<file path="config.mk">
export PLATFORM = sky130hd
export DESIGN_NAME = elca_ram
export DESIGN_NICKNAME = d
export VERILOG_FILES = /design/src/rtl/elca_ram.sv
export SDC_FILE = /design/constraint.sdc
export NUM_CORES = 1
export LEC_CHECK = 0
export BUFFER_PORTS_ARGS = -buffer_cell sky130_fd_sc_hd__buf_2
export CORE_ASPECT_RATIO = 0.6
export CORE_UTILIZATION = 50
export DETAILED_ROUTE_END_ITERATION = 16
export PLACE_DENSITY = 0.76
export SLEW_MARGIN = 25
export SYNTH_ARGS = -nofsm -noshare
export SYNTH_HDL_FRONTEND = slang
export SYNTH_SLANG_ARGS = --single-unit
</file>
<file path="constraint.sdc">
create_clock -name i_clk -period 6.6 [get_ports i_clk]
set_input_delay 0.99 -clock i_clk [delete_from_list [all_inputs] [get_ports i_clk]]
set_output_delay 0.99 -clock i_clk [all_outputs]
set_load 0.01 [all_outputs]
</file>
<file path="src/rtl/elca_ram.sv">
// elca_ram: generic simple dual-port ram with registered read
// one write port and one read port, read data held when no read is issued
// no dependencies
module elca_ram #(
    parameter int WIDTH = 48,
    parameter int DEPTH = 8
) (
    input  logic                                 i_clk,
    input  logic                                 i_we,
    input  logic [(DEPTH > 1 ? $clog2(DEPTH) : 1)-1:0] i_waddr,
    input  logic [WIDTH-1:0]                     i_wdata,
    input  logic                                 i_re,
    input  logic [(DEPTH > 1 ? $clog2(DEPTH) : 1)-1:0] i_raddr,
    output logic [WIDTH-1:0]                     o_rdata
);

    logic [WIDTH-1:0] r_mem [DEPTH];
    logic [WIDTH-1:0] r_rdata;

    // storage write and registered read
    always_ff @(posedge i_clk) begin
        if (i_we) begin
            r_mem[i_waddr] <= i_wdata;
        end
        if (i_re) begin
            r_rdata <= r_mem[i_raddr];
        end
    end

    assign o_rdata = r_rdata;

endmodule

</file>
=== Word-level counts from Yosys, hierarchy flattened ===
Memories as Yosys holds them, arrays and structs flattened. A register that Yosys moved wholly into a read port is not among the register bits.
Index checks and enable logic that the tools add are counted.

* Input port bits: 57
* Word-level logic and storage cells: 3
* Memories: 1
* Register bits after elaboration: 0
* ROM bits: 0
* Output and inout port bits: 48
* Memory bits (writable): 384
* Latch bits: 0

{| class="wikitable"
|+ Memories
! memory !! depth !! width !! read ports !! clocked after Yosys merged registers in !! wr ports !! line !! text
|-
| r_mem || 8 || 48 || 1 || 1 || 1 || 17 || <nowiki>logic [WIDTH-1:0] r_mem [DEPTH];</nowiki>
|}

* Magnitude comparators: 0
* Muxes and demuxes: 2
* Divide/modulo/power cells: 0
* Reductions and logical operators: 0
* Multiply operators: 0
* Eq/ne operators: 0
* Bitwise logic cells: 0
* Add/sub/neg operators: 0
* Shift operators: 0

{| class="wikitable"
|+ Operators with widths
! cell !! number
|-
| $mux 1 || 2
|}

=== Logic depth before layout (Yosys ltp) ===
Gate-level depths: netlist (run 1).

* Depth after elaboration: 2
* Mapped depth: 5
* Depth with buffers taken out: 2

=== Least setup slack after synthesis (run 1) ===
OpenSTA, ideal clock, no wires.

* Path type: input-to-reg
* Start point: in i_waddr[2] in the netlist's numbering
* End point: mem r_mem[0][0], enable pin
* Data required time: 6087 ps
* Arrival time: 4448 ps
* Path buffers: 0
* Stages on the path: 2
* Path slack: 1639 ps
* Cells stage by stage: nand2b_1 -> nor3_1

{| class="wikitable"
|+ RTL lines
! what !! line !! text
|-
| start, declared || 10 || <nowiki>input logic [(DEPTH > 1 ? $clog2(DEPTH) : 1)-1:0] i_waddr,</nowiki>
|-
| end, declared || 17 ||
|}

No word-level cell before the write port.

==> results of run 1 <==
[metal layers]
layer	vias up	global-route usage, %	wire, um
met5	-	0	35
met4	6	5.91	505
met3	49	4.43	1780
met2	195	30.6	14800
met1	3642	25.5	12700
li1	2912	-	-
[power by group through the flow]
stage               registers [mW]  clock network [mW]  logic (mW)
floorplan                     3.23                   0       0.184
finish                        3.16                2.23       0.308
global placement              3.21                   0       0.298
global route                  3.17                2.36       0.332
CTS                           3.16                2.27       0.313
detailed placement            3.22                   0       0.310
[layout by cell type, fill, tap and decap left out, types with 4 or more instances in the layout]
cell,n
edfxtp_1,432
buf_2,101
mux4_2,93
mux2_4,40
clkbuf_16,39
buf_4,12
clkbuf_1,11
mux2_2,8
clkinv_2,7
nor2_4,6
bufinv_16,5
diode_2,4
clkinv_1,4
[stage by stage]
step	hold WS [ps]	setup WS (ps)	cells	util [%]	power [mW]
CTS	694	3630	1189	58.4	5.74
global route	712	3580	1192	58.5	5.86
floorplan	721	1640	616	-	3.41
finish	719	3750	1194	58.5	5.70
detailed placement	746	3060	1120	54.4	3.53
global placement	739	3150	1120	54.4	3.51
[worst max-delay path, delay by kind of cell]
family	cells	cell delay, ps
buffers and inverters	2	1210
multiplexers	2	860
[state kept, by name, summed over array words and instances (netlist names)]
signal and cells:
r_mem 384, o_rdata 48
[path summary, 6_finish.rpt]
check	from	to	slack [ps]	cells after the start
worst max register to register	r_mem[4][13]	o_rdata[13]	5150	2
worst max-delay path	i_raddr[0]	o_rdata[36]	3750	4
worst min register to register	r_mem[6][45]	o_rdata[45]	760	2
worst min-delay path	i_wdata[1]	r_mem[2][1]	720	1
[cells by family (layout without fill, tap and decap cells)]
logic type	after synthesis	in the layout	share of synthesized area [%]
other	0	4	0
flip-flops	432	432	80.6
buffers and inverters	27	185	1.27
multiplexers	144	144	17.8
AND/OR/NAND/NOR	13	13	0.365
[final cells by class]
class	count	area [sq um]	share of cell area [%]
clock inverters	19	225	1.23
clock buffers	50	1020	5.54
multi-input cells	157	2980	16.2
repair buffers	116	648	3.53
diodes	4	10.0	0.0545
flip-flops and latches	432	13000	70.6
well taps	416	520	2.83
==> impl_metrics.py, run 1 <==
metrics = {
    "sta": {
        "max_freq_mhz": 351,
        "final_max_slew_viol_count": 0,
        "tightest_slew_ps": 902,
        "fin_crit_ps": 2850,
        "setup_viol_count_final": 0,
        "setup_tns_ps": 0,
        "finClkSkew_ps": 15.4,
        "rsz0062_at_grt": "no",
        "period_share_pct": 43.2,
        "hold_viol": 0,
        "slew_headroom_pct": 39.9,
    },
    "power_and_ir_drop": {
        "power_frac_seq_pct": 55.5,
        "p_switching_mw": 1.12,
        "total_leakage_power_nw": 6.06,
        "power_frac_comb_pct": 5.4,
        "power.internal_mw": 4.57,
        "ir_worst_vdd_mv": 0.170,
        "pwr-share-clk_pct": 39.1,
        "p_sw_share_pct": 19.7,
        "p_per_area_nw_per_um2": 310,
    },
    "hold_path": {
        "hp-class": "in2reg",
    },
    "placed_design": {
        "hpwl_um": 14900,
        "io_buffer_count": 104,
        "placed_area_sq_um": 17100,
        "gp_congestion": 0.664,
    },
    "job": {
        "drv_cap": 0,
    },
    "drt": {
        "vias_per_cell": 5.70,
        "wl_um": 29800,
        "drc": 0,
        "wl_per_cell_um": 25.0,
        "drt_iter0_drc": 462,
        "first_pass_iters": 6,
        "ant_nets": 0,
        "via_count": 6804,
    },
    "floorplanning": {
        "dieHeight_um": 141,
        "coreArea_sq_um": 31400,
        "num_rows": 50,
        "die_w_um": 234,
        "start_util_pct": 51.3,
        "ioPinCount": 105,
        "die_area_sq_um": 32900,
    },
    "grt": {
        "grt_pass1_vias": 7241,
        "grt_pass1_wl_um": 44100,
        "antenna_found_initial": 6,
        "grt_usage_pct": 18.8,
        "grt_overflow": 0,
        "grt_max_degree": 74,
    },
    "finish": {
        "drive_gt1_share_pct": 41.2,
        "fin_nets": 802,
        "finalInstanceArea_sq_um": 18400,
        "fillers": 2205,
        "area_growth_pct": 14.1,
    },
    "cts": {
        "clk_latency_ps": 530,
        "cts_htree_levels": 2,
        "clock-sinks": 432,
        "cts_setup_buffers": 0,
        "postCtsResizedCells": 0,
        "cts_tree": "yes",
        "root_buffer": "clkbuf_16",
        "cts_buffers": 38,
        "clock_path_buffers": 3,
        "hold_buffers": 0,
        "cts.clk_slew.worst_paths_ps": 60,
    },
    "synth": {
        "yosys.area.top_type": "edfxtp_1",
        "synthesis.nets": 673,
        "syn_area_sq_um": 16100,
        "syn_avg_cell_area_sq_um": 26.1,
        "syn_inst": 616,
        "synth-edff-count": 432,
        "synth_seq_cells": 432,
        "synth_seq_area_share_pct": 80.6,
        "synth_top_area_share_pct": 80.6,
        "ys_top_cells_by_count": "432 x edfxtp_1, 93 x mux4_2, 40 x mux2_4, 12 x buf_2, 9 x clkbuf_1",
        "async_reset_ff_share_pct": 0,
        "synth_cell_types": 13,
        "synthTopCellsByArea": "edfxtp_1 81%, mux4_2 13%, mux2_4 3.7%",
        "yosysMostFrequentCell": "edfxtp_1",
        "yosys_warnings": 0,
        "synth_flop_cell": "edfxtp_1",
    },
    "worst_setup_path": {
        "worstPathArrival_ps": 3130,
        "cp_slowest_stage_delay_ps": 650,
        "crit_required_ps": 6880,
        "path_cells": "clkbuf_8 > buf_4 > mux4_2 > mux2_4",
        "crit_path_start_kind": "primary input",
        "cp_max_fo": 73,
        "crit_type": "in2reg",
        "slowest_stage": "clkbuf_8",
        "worst_setup_path_end_kind": "register",
    },
    "run_status": {
        "status": "finished clean",
    },
}
No activity file was read; power rests on OpenSTA's default activity.
==> inputs of run 2 (changes only) <==
Settings changed: ABC_AREA from default to 1, PLACE_DENSITY 0.76 to 0.78.
Clock period 6.6 ns to 2.32 ns, I/O delays scaled along.
==> impl_metrics.py, run 2 <==
metrics = {
    "finish": {
        "area_growth_pct": 12.7,
        "drive_gt1_share_pct": 10.2,
        "finalInstanceArea_sq_um": 20500,
        "mostFrequentLayoutCells": "630 x nand2_1, 432 x edfxtp_1, 387 x inv_1, 192 x nand3_1, 101 x buf_2",
        "top_register": "r_mem",
        "utilization_pct": 57.9,
        "largest_reg_flops": 384,
        "fin_nets": 1881,
        "layout_commonest_cell": "nand2_1",
        "instances_no_fill": 2316,
    },
    "job": {
        "drv_cap": 0,
    },
    "floorplanning": {
        "dieHeight_um": 150,
        "die_area_sq_um": 37100,
        "die_w_um": 248,
        "num_rows": 53,
        "start_util_pct": 51.4,
        "ioPinCount": 105,
        "coreArea_sq_um": 35300,
    },
    "synth": {
        "synth-edff-count": 432,
        "synth_cell_types": 10,
        "syn_avg_cell_area_sq_um": 10.5,
        "syn_area_sq_um": 18200,
        "yosys.area.top_type": "edfxtp_1",
        "async_reset_ff_share_pct": 0,
        "synthesis.nets": 1782,
        "synthTopCellsByArea": "edfxtp_1 71%, nand2_1 13%, inv_1 8.0%",
        "synth_top_area_share_pct": 71.5,
        "synth_seq_cells": 432,
        "ys_top_cells_by_count": "630 x nand2_1, 432 x edfxtp_1, 388 x inv_1, 192 x nand3_1, 50 x buf_2",
        "synth_seq_area_share_pct": 71.5,
        "yosys_warnings": 0,
        "syn_inst": 1725,
        "synth_flop_cell": "edfxtp_1",
        "yosysMostFrequentCell": "nand2_1",
    },
    "drt": {
        "drc": 0,
        "wl_per_cell_um": 17.0,
        "drt_iter0_drc": 1120,
        "wl_um": 39500,
        "ant_nets": 0,
        "vias_per_cell": 5.00,
        "first_pass_iters": 5,
        "via_count": 11600,
    },
    "sta": {
        "rsz0062_at_grt": "no",
        "hold_viol": 0,
        "final_max_slew_viol_count": 0,
        "period_share_pct": 65.0,
        "tightest_slew_ps": 891,
        "timing.hold.ws_ps": 73.1,
        "setup_viol_count_final": 0,
        "max_freq_mhz": 663,
        "slew_headroom_pct": 40.6,
        "fin_crit_ps": 1510,
        "finClkSkew_ps": 24.5,
    },
    "worst_setup_path": {
        "cp_max_fo": 1,
        "cp-startpoint": "o_rdata[7]",
        "crit_path_start_kind": "register",
        "worst_setup_path_end_kind": "output pin",
        "rr_endpoint": "o_rdata[27]",
        "rrSetupSlack_ps": 1210,
        "worstPathArrival_ps": 1160,
        "crit_required_ps": 1970,
        "cp_num_buf_inv": 1,
        "cp_slowest_stage_delay_ps": 440,
        "path_depth": 1,
        "crit_type": "reg2out",
        "path_cells": "buf_2",
        "crit_family": "flip-flops",
        "crit_end": "o_rdata[7]",
        "r2r-start": "r_mem[0][27]",
        "slowest_stage": "edfxtp_1",
        "worstRegToRegCells": 6,
    },
    "placed_design": {
        "gp_congestion": 0.805,
        "placed_cells": 2249,
        "placed_area_sq_um": 19300,
        "io_buffer_count": 104,
        "hpwl_um": 21400,
    },
    "power_and_ir_drop": {
        "p_per_area_nw_per_um2": 783,
        "pwr-share-clk_pct": 36.9,
        "power.internal_mw": 12.4,
        "p_switching_mw": 3.60,
        "power_frac_comb_pct": 6.9,
        "ir_worst_vdd_mv": 0.612,
        "power_frac_seq_pct": 56.2,
        "total_leakage_power_nw": 9.26,
        "p_sw_share_pct": 22.5,
    },
    "hold_path": {
        "hp-class": "in2reg",
        "hold_depth": 1,
    },
    "grt": {
        "grt_usage_pct": 21.9,
        "grt_pass1_vias": 11500,
        "antenna_found_initial": 6,
        "grt_overflow": 0,
        "grt_max_degree": 150,
        "grt_pass1_wl_um": 61900,
    },
    "run_status": {
        "status": "finished clean",
    },
    "cts": {
        "root_buffer": "clkbuf_16",
        "clock-sinks": 432,
        "hold_buffers": 0,
        "clock_path_buffers": 3,
        "clk_latency_ps": 550,
        "cts_setup_buffers": 0,
        "cts_htree_levels": 2,
        "cts.clk_slew.worst_paths_ps": 70,
        "cts_tree": "yes",
        "postCtsResizedCells": 0,
        "cts_buffers": 40,
    },
}
-- run 2: cell types whose count changed after synthesis, sizes merged, moves of 44 or more --
| cell | before | now |
|---|---|---|
| mux2 | 48 | 0 |
| inv | 0 | 390 |
| buf | 18 | 62 |
| nand2 | 2 | 630 |
| nand3 | 0 | 192 |
| mux4 | 96 | 0 |
-- run 2: cells by family after synthesis --
family	synth area share [%]
buffers and inverters	10.0
flip-flops	71.5
AND/OR/NAND/NOR	18.5
-- run 2: per-layer routing --
metal	global-route usage, %	up-vias	wire, um
li1	-	5581	-
met1	30.5	5492	17200
met2	35.3	445	18400
met3	4.07	59	3050
met4	6.38	8	771
met5	0	-	47
-- run 2: worst min-delay path by stage --
stage           startpoint            to  slack, ps
6_report       i_wdata[24]  r_mem[3][24]         70
5_1_grt        i_wdata[18]  r_mem[4][18]         70
4_1_cts        i_wdata[24]  r_mem[3][24]         60
3_5_place_dp   i_wdata[24]  r_mem[6][24]        630
3_3_place_gp   i_wdata[18]  r_mem[6][18]        620
2_1_floorplan   i_wdata[0]   r_mem[0][0]        450
-- run 2: power by group through the flow --
stage | registers [mW] | logic (mW) | clock network (mW)
finish | 8.99 | 1.10 | 5.92
CTS | 8.99 | 1.11 | 6.00
floorplan | 9.18 | 0.605 | 0
detailed placement | 9.16 | 1.10 | 0
global route | 9.01 | 1.24 | 6.32
global placement | 9.15 | 1.07 | 0
-- run 2: cell type report --
type                    instances  area, sq um
inverters                     390         1470
diodes                          2         5.00
multi-input cells             830         3420
clock buffers                  49         1030
fillers                      2793        14900
clock inverters                16         91.3
flip-flops and latches        432        13000
repair buffers                130          877
well taps                     467          584
-- run 2: per-stage QoR --
stage	setup slack, ps	total power [mW]	setup TNS, ps
global placement	561	10.2	0
detailed placement	564	10.3	0
CTS	789	16.1	0
finish	813	16.0	0
floorplan	-639	9.79	-181460
global route	785	16.6	0
